File: src/echo_escape_expander_macros.svh
// ----------------------------------------------------------------------------
// echo_escape_expander_macros.svh
// Assertion macros used by the escape expander RTL.
// ----------------------------------------------------------------------------
`ifndef ECHO_ESCAPE_EXPANDER_MACROS_SVH
`define ECHO_ESCAPE_EXPANDER_MACROS_SVH

// Checked on every rising edge of clk, off while arst_n is low.
`define EEE_ASSERT(label, prop, msg) \
	label: assert property (@(posedge clk) disable iff (!arst_n) (prop)) else $error(msg);

// Checked on every rising edge of clk, also during reset.
`define EEE_ASSERT_ALWAYS(label, prop, msg) \
	label: assert property (@(posedge clk) (prop)) else $error(msg);

`endif

File: src/eee_pkg.sv
// ----------------------------------------------------------------------------
// eee_pkg
// Types, character codes and helper functions of the escape expander.
// ----------------------------------------------------------------------------
`default_nettype none

package eee_pkg;

	localparam int MAX_RESULTS = 4;
	localparam int RES_IDX_W   = $clog2(MAX_RESULTS);
	localparam int RES_CNT_W   = $clog2(MAX_RESULTS + 1);
	localparam int VALUE_W     = 9;

	localparam logic [7:0] CHAR_BSLASH = 8'h5C;
	localparam logic [7:0] CHAR_X      = 8'h78;
	localparam logic [7:0] CHAR_0      = 8'h30;
	localparam logic [7:0] CHAR_1      = 8'h31;
	localparam logic [7:0] CHAR_7      = 8'h37;
	localparam logic [7:0] ESC_BYTE    = 8'h1B;

	localparam logic [1:0] HEX_MAX_DIGITS = 2'd2;
	localparam logic [1:0] OCT_MAX_DIGITS = 2'd3;

	localparam logic KIND_DATA = 1'b0;
	localparam logic KIND_END  = 1'b1;

	typedef enum logic [1:0] {
		ESC_IDLE,
		ESC_BSLASH,
		ESC_HEX,
		ESC_OCT
	} esc_mode_t;

	typedef struct packed {
		esc_mode_t            mode;
		logic [VALUE_W-1:0]   value;
		logic [1:0]           seen;
		logic [1:0]           allowed;
	} esc_state_t;

	localparam esc_state_t ESC_CLEAR = '{
		mode:    ESC_IDLE,
		value:   '0,
		seen:    2'd0,
		allowed: 2'd0
	};

	// Results of one input item, in order, slot 0 first.
	typedef struct packed {
		logic [MAX_RESULTS-1:0][7:0] data;
		logic [MAX_RESULTS-1:0]      kind;
		logic [RES_CNT_W-1:0]        cnt;
	} res_set_t;

	// Append one result; drop it once all slots are taken.
	function automatic res_set_t res_put(res_set_t rs, logic [7:0] b, logic k);
		res_set_t r;
		r = rs;
		if (r.cnt < RES_CNT_W'(MAX_RESULTS)) begin
			r.data[r.cnt[RES_IDX_W-1:0]] = b;
			r.kind[r.cnt[RES_IDX_W-1:0]] = k;
			r.cnt = r.cnt + RES_CNT_W'(1);
		end
		return r;
	endfunction

	// Close a numeric escape: zero value ends the unit, else emit the low byte.
	function automatic res_set_t res_complete(res_set_t rs, logic [VALUE_W-1:0] v);
		res_set_t r;
		if (v == '0) begin
			r = res_put(rs, 8'h00, KIND_END);
		end else begin
			r = res_put(rs, v[7:0], KIND_DATA);
		end
		return r;
	endfunction

	// Control byte of a letter escape, zero when the letter has none.
	function automatic logic [7:0] letter_code(logic [7:0] c);
		logic [7:0] code;
		unique case (c)
			"n":     code = 8'h0A;
			"t":     code = 8'h09;
			"f":     code = 8'h0C;
			"a":     code = 8'h07;
			"b":     code = 8'h08;
			"e":     code = ESC_BYTE;
			"r":     code = 8'h0D;
			"v":     code = 8'h0B;
			default: code = 8'h00;
		endcase
		return code;
	endfunction

	function automatic logic is_hex_digit(logic [7:0] c);
		return (c >= "0" && c <= "9") || (c >= "a" && c <= "f") || (c >= "A" && c <= "F");
	endfunction

	function automatic logic [3:0] hex_nibble(logic [7:0] c);
		logic [7:0] d;
		if (c >= "0" && c <= "9") begin
			d = c - 8'h30;
		end else if (c >= "a" && c <= "f") begin
			d = c - 8'h57;
		end else begin
			d = c - 8'h37;
		end
		return d[3:0];
	endfunction

endpackage

`default_nettype wire

File: src/eee_decode.sv
// ----------------------------------------------------------------------------
// eee_decode
// Next escape state and result set for one registered input item.
// ----------------------------------------------------------------------------
`default_nettype none

module eee_decode (
	input  wire eee_pkg::esc_state_t st_cur,
	input  wire logic [7:0]          in_byte,
	input  wire logic                byte_present,
	input  wire logic                end_of_text,
	output eee_pkg::esc_state_t      st_next,
	output eee_pkg::res_set_t        res
);

	eee_pkg::esc_state_t              st;
	eee_pkg::res_set_t                rs;
	logic                             go_idle;
	logic [7:0]                       code;
	logic [eee_pkg::VALUE_W-1:0]      value_n;
	logic [1:0]                       seen_n;
	logic                             is_oct;

	always_comb begin
		st      = st_cur;
		rs      = '0;
		go_idle = 1'b0;
		code    = eee_pkg::letter_code(in_byte);
		is_oct  = (in_byte >= eee_pkg::CHAR_0) && (in_byte <= eee_pkg::CHAR_7);
		seen_n  = st_cur.seen + 2'd1;
		value_n = '0;

		if (byte_present) begin
			unique case (st_cur.mode)
				eee_pkg::ESC_IDLE: begin
					go_idle = 1'b1;
				end
				eee_pkg::ESC_BSLASH: begin
					st = eee_pkg::ESC_CLEAR;
					if (code != 8'h00) begin
						rs = eee_pkg::res_put(rs, code, eee_pkg::KIND_DATA);
					end else if (in_byte == eee_pkg::CHAR_X) begin
						st.mode = eee_pkg::ESC_HEX;
					end else if (in_byte == eee_pkg::CHAR_0) begin
						st.mode    = eee_pkg::ESC_OCT;
						st.allowed = eee_pkg::OCT_MAX_DIGITS;
					end else if (in_byte >= eee_pkg::CHAR_1 && in_byte <= eee_pkg::CHAR_7) begin
						st.mode    = eee_pkg::ESC_OCT;
						st.value   = {{(eee_pkg::VALUE_W-3){1'b0}}, in_byte[2:0]};
						st.seen    = 2'd1;
						st.allowed = eee_pkg::OCT_MAX_DIGITS;
					end else begin
						rs = eee_pkg::res_put(rs, eee_pkg::CHAR_BSLASH, eee_pkg::KIND_DATA);
						rs = eee_pkg::res_put(rs, in_byte, eee_pkg::KIND_DATA);
					end
				end
				eee_pkg::ESC_HEX: begin
					if (eee_pkg::is_hex_digit(in_byte)) begin
						value_n = {st_cur.value[4:0], eee_pkg::hex_nibble(in_byte)};
						if (seen_n >= eee_pkg::HEX_MAX_DIGITS) begin
							rs = eee_pkg::res_complete(rs, value_n);
							st = eee_pkg::ESC_CLEAR;
						end else begin
							st.value = value_n;
							st.seen  = seen_n;
						end
					end else begin
						if (st_cur.seen == 2'd0) begin
							rs = eee_pkg::res_put(rs, eee_pkg::CHAR_BSLASH, eee_pkg::KIND_DATA);
							rs = eee_pkg::res_put(rs, eee_pkg::CHAR_X, eee_pkg::KIND_DATA);
						end else begin
							rs = eee_pkg::res_complete(rs, st_cur.value);
						end
						st      = eee_pkg::ESC_CLEAR;
						go_idle = 1'b1;
					end
				end
				eee_pkg::ESC_OCT: begin
					if (is_oct) begin
						value_n = {st_cur.value[5:0], in_byte[2:0]};
						if (seen_n >= st_cur.allowed) begin
							rs = eee_pkg::res_complete(rs, value_n);
							st = eee_pkg::ESC_CLEAR;
						end else begin
							st.value = value_n;
							st.seen  = seen_n;
						end
					end else begin
						rs      = eee_pkg::res_complete(rs, st_cur.value);
						st      = eee_pkg::ESC_CLEAR;
						go_idle = 1'b1;
					end
				end
				default: begin
					st = eee_pkg::ESC_CLEAR;
				end
			endcase

			if (go_idle) begin
				if (in_byte == eee_pkg::CHAR_BSLASH) begin
					st.mode = eee_pkg::ESC_BSLASH;
				end else begin
					rs = eee_pkg::res_put(rs, in_byte, eee_pkg::KIND_DATA);
				end
			end
		end

		// End of text: flush a pending escape, then close the unit.
		if (end_of_text) begin
			unique case (st.mode)
				eee_pkg::ESC_IDLE: begin
				end
				eee_pkg::ESC_BSLASH: begin
					rs = eee_pkg::res_put(rs, eee_pkg::CHAR_BSLASH, eee_pkg::KIND_DATA);
				end
				eee_pkg::ESC_HEX: begin
					if (st.seen == 2'd0) begin
						rs = eee_pkg::res_put(rs, eee_pkg::CHAR_BSLASH, eee_pkg::KIND_DATA);
						rs = eee_pkg::res_put(rs, eee_pkg::CHAR_X, eee_pkg::KIND_DATA);
					end else begin
						rs = eee_pkg::res_complete(rs, st.value);
					end
				end
				eee_pkg::ESC_OCT: begin
					rs = eee_pkg::res_complete(rs, st.value);
				end
				default: begin
				end
			endcase
			rs = eee_pkg::res_put(rs, 8'h00, eee_pkg::KIND_END);
			st = eee_pkg::ESC_CLEAR;
		end

		st_next = st;
		res     = rs;
	end

endmodule

`default_nettype wire

File: src/eee_out_buf.sv
// ----------------------------------------------------------------------------
// eee_out_buf
// Result register: holds one item's result set and sends it one transfer
// at a time, tlast on the final one.
// ----------------------------------------------------------------------------
`default_nettype none

`include "echo_escape_expander_macros.svh"

module eee_out_buf (
	input  wire logic              clk,
	input  wire logic              arst_n,
	input  wire logic              load,
	input  wire eee_pkg::res_set_t res,
	output logic                   free,
	output logic                   m_axis_tvalid,
	input  wire logic              m_axis_tready,
	output logic [7:0]             m_axis_tdata,   // [7:0] out_byte
	output logic [0:0]             m_axis_tuser,   // [0] out_kind
	output logic                   m_axis_tlast    // last_of_run
);

	logic                                        valid_s2;
	logic [eee_pkg::MAX_RESULTS-1:0][7:0]        data_s2;
	logic [eee_pkg::MAX_RESULTS-1:0]             kind_s2;
	logic [eee_pkg::RES_CNT_W-1:0]               cnt_s2;
	logic [eee_pkg::RES_IDX_W-1:0]               idx_q;
	logic                                        last;
	logic                                        xfer;

	assign last = ({1'b0, idx_q} == (cnt_s2 - eee_pkg::RES_CNT_W'(1)));
	assign xfer = valid_s2 && m_axis_tready;
	assign free = !valid_s2 || (xfer && last);

	assign m_axis_tvalid = valid_s2;
	assign m_axis_tdata  = data_s2[idx_q];
	assign m_axis_tuser  = kind_s2[idx_q];
	assign m_axis_tlast  = last;

	always_ff @(posedge clk or negedge arst_n) begin
		if (!arst_n) begin
			valid_s2 <= 1'b0;
			idx_q    <= '0;
		end else if (load) begin
			valid_s2 <= 1'b1;
			idx_q    <= '0;
		end else if (xfer) begin
			if (last) begin
				valid_s2 <= 1'b0;
			end else begin
				idx_q <= idx_q + eee_pkg::RES_IDX_W'(1);
			end
		end
	end

	always_ff @(posedge clk) begin
		if (load) begin
			data_s2 <= res.data;
			kind_s2 <= res.kind;
			cnt_s2  <= res.cnt;
		end
	end

	`EEE_ASSERT(a_load_when_free, load |-> free, "result set loaded over one still in flight")
	`EEE_ASSERT(a_load_nonempty, load |-> (res.cnt != '0), "empty result set loaded")
	`EEE_ASSERT(a_idx_in_range, valid_s2 |-> ({1'b0, idx_q} < cnt_s2), "result index past count")
	`EEE_ASSERT(a_run_continues, (xfer && !last) |=> valid_s2, "run dropped before its last transfer")

endmodule

`default_nettype wire

File: src/echo_escape_expander.sv
// ----------------------------------------------------------------------------
// echo_escape_expander
// Streaming expander of echo-style backslash escapes: control letters,
// \x hex, octal, zero escapes that end a unit, end-of-text flush.
// ----------------------------------------------------------------------------
//
//   channel   dir  tdata        tuser          tlast
//   s_axis    in   in_byte      byte_present   end_of_text
//   m_axis    out  out_byte     out_kind       last_of_run
//
// Flow: an item waits in the input register, is decoded combinationally
// into zero to four results, and those leave the result register one
// transfer per cycle while m_axis_tready is high.
// An item that gives no result loads nothing and frees the slot.
// Reset: arst_n clears the escape state and both valid flags; no sweep.
// Stalls: m_axis_tready low holds the result register and, once the input
// register is full, drops s_axis_tready in the same cycle.
// ----------------------------------------------------------------------------
`default_nettype none

module echo_escape_expander (
	input  wire logic       clk,
	input  wire logic       arst_n,
	input  wire logic       s_axis_tvalid,
	output logic            s_axis_tready,
	input  wire logic [7:0] s_axis_tdata,   // [7:0] in_byte
	input  wire logic [0:0] s_axis_tuser,   // [0] byte_present
	input  wire logic       s_axis_tlast,   // end_of_text
	output logic            m_axis_tvalid,
	input  wire logic       m_axis_tready,
	output logic [7:0]      m_axis_tdata,   // [7:0] out_byte
	output logic [0:0]      m_axis_tuser,   // [0] out_kind
	output logic            m_axis_tlast    // last_of_run
);

	// Input register
	logic                valid_s1;
	logic [7:0]          byte_s1;
	logic                present_s1;
	logic                eot_s1;

	// Escape state carried from item to item
	eee_pkg::esc_state_t state_q;
	eee_pkg::esc_state_t state_next;
	eee_pkg::res_set_t   res;

	logic free;
	logic consume;
	logic load;

	// Advance the input item once the result register can take its set.
	assign consume       = valid_s1 && free;
	assign load          = consume && (res.cnt != '0);
	assign s_axis_tready = !valid_s1 || free;

	always_ff @(posedge clk or negedge arst_n) begin
		if (!arst_n) begin
			valid_s1 <= 1'b0;
		end else if (s_axis_tready) begin
			valid_s1 <= s_axis_tvalid;
		end
	end

	// Payload of the input register: hold while stalled.
	always_ff @(posedge clk) begin
		if (s_axis_tready && s_axis_tvalid) begin
			byte_s1    <= s_axis_tdata;
			present_s1 <= s_axis_tuser[0];
			eot_s1     <= s_axis_tlast;
		end
	end

	// Commit the escape state only when the item actually moves on.
	always_ff @(posedge clk or negedge arst_n) begin
		if (!arst_n) begin
			state_q <= eee_pkg::ESC_CLEAR;
		end else if (consume) begin
			state_q <= state_next;
		end
	end

	eee_decode u_decode (
		.st_cur       (state_q),
		.in_byte      (byte_s1),
		.byte_present (present_s1),
		.end_of_text  (eot_s1),
		.st_next      (state_next),
		.res          (res)
	);

	eee_out_buf u_out_buf (
		.clk           (clk),
		.arst_n        (arst_n),
		.load          (load),
		.res           (res),
		.free          (free),
		.m_axis_tvalid (m_axis_tvalid),
		.m_axis_tready (m_axis_tready),
		.m_axis_tdata  (m_axis_tdata),
		.m_axis_tuser  (m_axis_tuser),
		.m_axis_tlast  (m_axis_tlast)
	);

endmodule

`default_nettype wire
File: config.mk
export PLATFORM = sky130hd
export DESIGN_NAME = echo_escape_expander
export DESIGN_NICKNAME = d
export VERILOG_FILES = /design/src/eee_pkg.sv /design/src/eee_decode.sv /design/src/eee_out_buf.sv /design/src/echo_escape_expander.sv
export VERILOG_INCLUDE_DIRS = /design/src /design/src/src
export SDC_FILE = /design/constraint.sdc
export NUM_CORES = 1
export LEC_CHECK = 0
export BUFFER_PORTS_ARGS = -buffer_cell sky130_fd_sc_hd__buf_2
export CAP_MARGIN = 0
export CORE_UTILIZATION = 30
export DETAILED_ROUTE_END_ITERATION = 6
export HOLD_SLACK_MARGIN = 0.06
export SLEW_MARGIN = 30
export SYNTH_ARGS = -nofsm -noshare
export SYNTH_HDL_FRONTEND = slang
export SYNTH_SLANG_ARGS = --single-unit
export TNS_END_PERCENT = 5
File: constraint.sdc
create_clock -name clk -period 16.1 [get_ports clk]
set_input_delay 3.22 -clock clk [delete_from_list [all_inputs] [get_ports clk]]
set_output_delay 3.22 -clock clk [all_outputs]
set_load 0.02 [all_outputs]
### Word-level counts from Yosys, hierarchy flattened

Index checks and enable logic that the tools add are counted.

| operators by class | value |
|---|---|
| add/subtract/negate cells | 12 |
| $lt $le $gt $ge | 29 |
| eq/ne operators | 21 |
| mux-type cells | 120 |
| bitwise gates (word level) | 25 |
| reduce and logical (&&, ||, !) cells | 38 |

Operators by type and width:

| operator | count |
|---|---|
| 39-bit two-way mux | 28 |
| 39-bit case mux with 3 select lines | 2 |
| 8-bit two-way mux | 17 |
| 15-bit two-way mux | 9 |
| 32-bit bitwise mux | 3 |
| 8-bit demux with 2-bit select | 6 |
| 8-bit by 7-bit equality test with 1-bit output, second input constant | 10 |
| 32-bit bitwise AND | 2 |
| 32-bit inverter | 2 |
| 4-bit two-way mux | 15 |
| 16-bit inverter | 3 |
| 15-bit case mux with 3 select lines | 1 |
| 5-bit case mux with 8 select lines | 1 |
| 9-bit zero test | 4 |
| 11-bit two-way mux | 3 |
| 16-bit bitwise AND | 2 |
| 16-bit OR | 2 |
| 2-bit two-way mux | 12 |
| 2-bit by 3-bit less-than comparator with 1-bit output, second input constant | 7 |
| 4-bit inverter | 5 |
| 3-bit by 1-bit adder with 3-bit output, second input constant | 6 |
| 3-bit less-than comparator, second input constant | 6 |
| 4-bit by 16-bit bitwise AND with 16-bit output | 1 |
| 8-bit binary-select mux with 2-bit select | 1 |
| other kinds (36) | 97 |

| word-level totals | value |
|---|---|
| register bits | 68 |
| word-level logic and storage cells | 261 |

### Logic depth before layout (Yosys ltp)

| logic depth | value |
|---|---|
| depth in word-level cells | 63 |
| depth in mapped cells | 28 |
| depth with buffers taken out | 25 |

### Modules after synthesis

A second synthesis with hierarchy kept.

| second synthesis, totals | value |
|---|---|
| cells, all modules | 687 |
| area, all modules | 6214.7 µm² |

Modules (own cells, without submodules):

| module | times used | cells each | area an instance (µm²) | sequential area each (µm²) |
|---|---|---|---|---|
| eee_decode | 1 | 561 | 3585.9 | 0.0 |
| eee_out_buf | 1 | 78 | 1679.1 | 1246.2 |
| echo_escape_expander | 1 | 48 | 949.7 | 700.7 |

### Worst setup path before layout

No wires, ideal clock.

| timing | value |
|---|---|
| kind | input port to output port |
| from | input m_axis_tready |
| to | output s_axis_tready |
| data arrival time | 3773 ps |
| required time | 12880 ps |
| slack | 9107 ps |
| stages | 4 |
| buffers on the path | 0 |
| path through | inv_1 o21ai_0 inv_1 nand2_1 |

| on the way | value |
|---|---|
| cells in the longest elaborated chain, start to end | 4 |

RTL lines:

| item | line | RTL |
|---|---|---|
| from (decl) | echo_escape_expander.sv:30 | `input wire logic m_axis_tready,` |
| 1-bit logical AND | eee_out_buf.sv:32 | `assign xfer = valid_s2 && m_axis_tready;` |
| 1-bit logical AND | eee_out_buf.sv:33 | `assign free = !valid_s2 \|\| (xfer && last);` |
| 1-bit logical OR | eee_out_buf.sv:33 |  |
| 1-bit logical OR | echo_escape_expander.sv:54 | `assign s_axis_tready = !valid_s1 \|\| free;` |
| to (decl) | echo_escape_expander.sv:25 | `output logic s_axis_tready,` |

No other way between the ends.

### Final worst setup path

| timing | value |
|---|---|
| from | register byte_s1[0] |
| to | register u_out_buf.data_s2[8] (netlist bit), enable pin |

| on the way | value |
|---|---|
| cells in the longest elaborated chain, start to end | 28 |
| elaborated cells between the ends (all ways) | 94 |
| those cells by class | add/sub: 7; order compare: 12; eq/ne: 14; mux: 49; reduce/logical: 12 |

RTL lines:

| item | line | RTL |
|---|---|---|
| from (decl) | echo_escape_expander.sv:38 | `logic [7:0] byte_s1;` |
| from (signal assigned) | echo_escape_expander.sv:67 | `byte_s1 <= s_axis_tdata;` |
| 8-bit by 6-bit greater-or-equal comparator with 1-bit output or 8-bit by 6-bit <= comparator with 1-bit output (tied branches) | eee_decode.sv:47, eee_decode.sv:29 |  |
| 1-bit logical AND | eee_decode.sv:47 | `end else if (in_byte >= eee_pkg::CHAR_1 && in_byte <= eee_pkg::CHAR_7) begin` |
| 39-bit two-way mux | eee_decode.sv:47 |  |
| 39-bit two-way mux | eee_decode.sv:44 | `end else if (in_byte == eee_pkg::CHAR_0) begin` |
| 39-bit two-way mux | eee_decode.sv:42 | `end else if (in_byte == eee_pkg::CHAR_X) begin` |
| 39-bit two-way mux | eee_decode.sv:40 | `if (code != 8'h00) begin` |
| 39-bit case mux with 3 select lines | eee_decode.sv:34 | `unique case (st_cur.mode)` |
| 39-bit two-way mux | eee_decode.sv:33 | `if (byte_present) begin` |
| [... 13 more ...] | n/a |  |
| 39-bit case mux with 3 select lines | eee_decode.sv:110 | `unique case (st.mode)` |
| 39-bit two-way mux | eee_decode.sv:109 | `if (end_of_text) begin` |
| 3-bit by 1-bit adder with 3-bit output or 3-bit less-than comparator (tied branches) | eee_pkg.sv:62, eee_pkg.sv:59 |  |
| 39-bit two-way mux | eee_pkg.sv:59 | `if (r.cnt < RES_CNT_W'(MAX_RESULTS)) begin` |
| 39-bit two-way mux (*) | eee_decode.sv:109 |  |
| 3-bit nonzero test (*) | echo_escape_expander.sv:53 | `assign load = consume && (res.cnt != '0);` |
| 1-bit logical AND (*) | echo_escape_expander.sv:53 |  |
| via load | echo_escape_expander.sv:49 | `logic load;` |
| to (signal assigned) | eee_out_buf.sv:58 | `data_s2 <= res.data;` |
| to (decl) | eee_out_buf.sv:24 | `logic [eee_pkg::MAX_RESULTS-1:0][7:0] data_s2;` |

The timed path passes the listed nets; every way through them passes the cells marked *. The select of a mux whose other input is x is not followed.
A chain may end at the register's enable or synchronous reset.

==> out/qor.yml <==
die_height_um: 141
crit_family: "compound AO/OA/AOI/OAI gates"
cpMostUsedCell: "ha_1"
drt_iter0_markers: 809
synth_compound_area_share_pct: 30.8
core_area_um2: 18800
grt_max_degree: 40
cts.sinks: 67
ys_async_sr_fraction_pct: 26.9
wirelength_met1_um: 8130
initial_utilization_pct: 30.8
area_delta_synth_final_pct: 10.7
synth_fa_ha_area_share_pct: 5.18
die_w_um: 141
slew_headroom_pct: 41.2
route.met3.wl_um: 2030
fmax_mhz: 136
via_per_inst: 6.18
crit_path_top_delay_cell: "a211oi_4"
root_buffer: "clkbuf_16"
post_cts_buffers: 0
min_period_ns: 7.33
drt_first_pass_iters: 6
crit_type: "flip-flop to flip-flop"
max_cap_violations: 0
num-nets-final: 691
avgSynthCellArea_um2: 8.91
cpPeakStageDelay_ns: 0.73
grt_setup_unrepaired: "no"
rr_startpoint: "byte_s1[0]"
worstMarginPinSlew_ns: 0.870
synthesis.nets: 689
cp.required_ns: 16.09
cts_tree: "yes"
ant_nets: 0
synth.most_common_cell: "nand2_1"
drc: 0
power_density_nw_per_um2: 179
synth_top_family_by_area: "compound AO/OA/AOI/OAI gates"
period_share_pct: 45.5
critPathCaptureType: "flip-flop"
overflow: 0
swShare_pct: 49.6
hold_end: "valid_s1"
cts_inserted_buffers: 9
cts_hold_buf: 0
detailed_place_hpwl_um: 13800
clk_pin_slew_worst_paths_ns: 0.06
num_vias: 5669
status: "completed"
finClkSkew_ns: 0.0130
synth_xor_area_share_pct: 0.755
power.net_switching_mw: 0.569
rows: 50
pin_count: 26
p_int_mw: 0.578
cts_max_level: 3
hp-class: "flip-flop to flip-flop"
synth_cell_types: 91
rrSetupSlack_ns: 8.77
finalPower_mw: 1.15
synthTopCellsByArea: "edfxtp_1, dfrtp_1, ha_1, nand2_1, mux4_2"
synth-seq-cells: 67
wl_met2_um: 8210
cp.arrival_ns: 7.33
setup_viol: 0
path_max_fanout: 39
yosys.area.top_type_share_pct: 25.4
synthFlopType: "edfxtp_1"
slew_viol_final: 0
p_leak_nw: 2.33
drive_gt1_share_pct: 14.6
synth_edf_count: 49
hold_violations: 0
worstSetupStartpointType: "flip-flop"
combinationalPowerShare_pct: 56.4
cts.path.max_buffers: 2
yosys.area.top_type: "edfxtp_1"
ir_worst_vdd_v: 0.000109
die_area_um2: 19900
port_buffers: 25
clk_latency_ns: 0.36
synth.area.mux_share_pct: 4.27
cts.repair.resized: 0
p_seq_share_pct: 27.3
holdCritStartpoint: "valid_s1"
netlist_area_um2: 5800
tns_ns: 0
grt_pass1_vias: 5217
synth_simple_gate_area_share_pct: 20.5
syn_inst: 651
wl_per_cell_um: 20.8
clockPowerShare_pct: 16.3
r2r-end: "u_out_buf.data_s2[8]"
reg2regPathDepth: 25
diodes: 0
path_buf_inv: 4
dr.max_layer_used: "met4"
synth_common_cells: "nand2_1, nor2_1, edfxtp_1"
min_path_cells: 2
grt_pass1_wl_um: 30200
yosysWarnings: 0
yosysSeqAreaShare_pct: 33.1
finalWeightedCongestion: 0.968
track_usage_pct: 19.8
finalWirelength_um: 19100
antenna_found_initial: 0
[registers in the layout, indices dropped and copies added (netlist names)]
name                     cells
eot_s1                       1
state_q                     14
u_out_buf.kind_s2            4
present_s1                   1
u_out_buf.idx_q              2
valid_s1                     1
byte_s1                      8
u_out_buf.m_axis_tvalid      1
u_out_buf.cnt_s2             3
u_out_buf.data_s2           32
[worst register-to-register path: cells and delay by family (launching register included)]
| family | cells | cell delay [ns] |
|---|---|---|
| compound gates | 7 | 2.39 |
| buf+inv | 4 | 0.82 |
| flops | 1 | 0.59 |
| fa+ha+maj | 5 | 1.47 |
| mux | 2 | 0.62 |
| simple gates | 7 | 1.04 |
[per-layer routing]
metal  global-route usage (%)  vias to the layer above
li1                         -                     2564
met1                     27.8                     2670
met2                     28.7                      375
met3                     4.14                       60
met4                     9.21                        0
met5                        0                        -
[final cells by class]
type	count	area, µm²
clock buffer	9	225
tap	260	325
clock inverter	7	51.3
sequential	67	1920
timing repair buffer	38	220
inverter	27	101
multi-input combinational	510	3580
fill	1959	12400
[stage by stage]
stage | util, % | hold WS (ns) | std cells | worst slack (ns) | cell area [µm²]
final | 34.1 | 0.562 | 918 | 8.77 | 6420
after detailed placement | 32.6 | 0.551 | 901 | 8.87 | 6140
after floorplan | - | 0.487 | 651 | 9.11 | 5800
after global routing | 34.1 | 0.617 | 918 | 8.15 | 6420
after global placement | 32.6 | 0.521 | 901 | 8.89 | 6130
after CTS | 34.1 | 0.565 | 917 | 8.87 | 6420
[cells by family (layout without fill, tap and decap cells)]
group	Yosys count	after routing
AOI/OAI and AO/OA	241	241
xor gates and xnor gates	5	5
adders and majority gates	24	24
buffers and inverters	74	81
DFF	67	67
muxes	13	13
and+or+nand+nor	227	227
[worst max path at each step]
stage / startpoint / endpoint / slack, ns / depth (start not counted)
floorplan: m_axis_tready / s_axis_tready / 9.11 / 4
global placement: m_axis_tready / s_axis_tready / 8.89 / 6
detailed placement: m_axis_tready / s_axis_tready / 8.87 / 6
CTS: m_axis_tready / s_axis_tready / 8.87 / 6
global route: byte_s1[0] / u_out_buf.data_s2[24] / 8.15 / 25
finish: byte_s1[0] / u_out_buf.data_s2[8] / 8.77 / 25
[power by group through the flow]
stage | clock network (mW) | logic (mW) | registers (mW)
floorplan | 0 | 0.489 | 0.275
global route | 0.197 | 0.700 | 0.319
global placement | 0 | 0.631 | 0.314
finish | 0.186 | 0.647 | 0.313
CTS | 0.189 | 0.632 | 0.312
detailed placement | 0 | 0.628 | 0.315
[cells in the final DEF (no fill, tap or decap), drive strengths merged, types with 10 or more instances in the layout]
cell type and count:
a21oi 43, a31oi 18, buf 38, dfrtp 18, edfxtp 49, ha 24
inv 27, nand2 58, nand3 26, nor2 52, nor3 15, nor4 10
o21ai 34, o22ai 24
(Power assumes the default switching activity.)
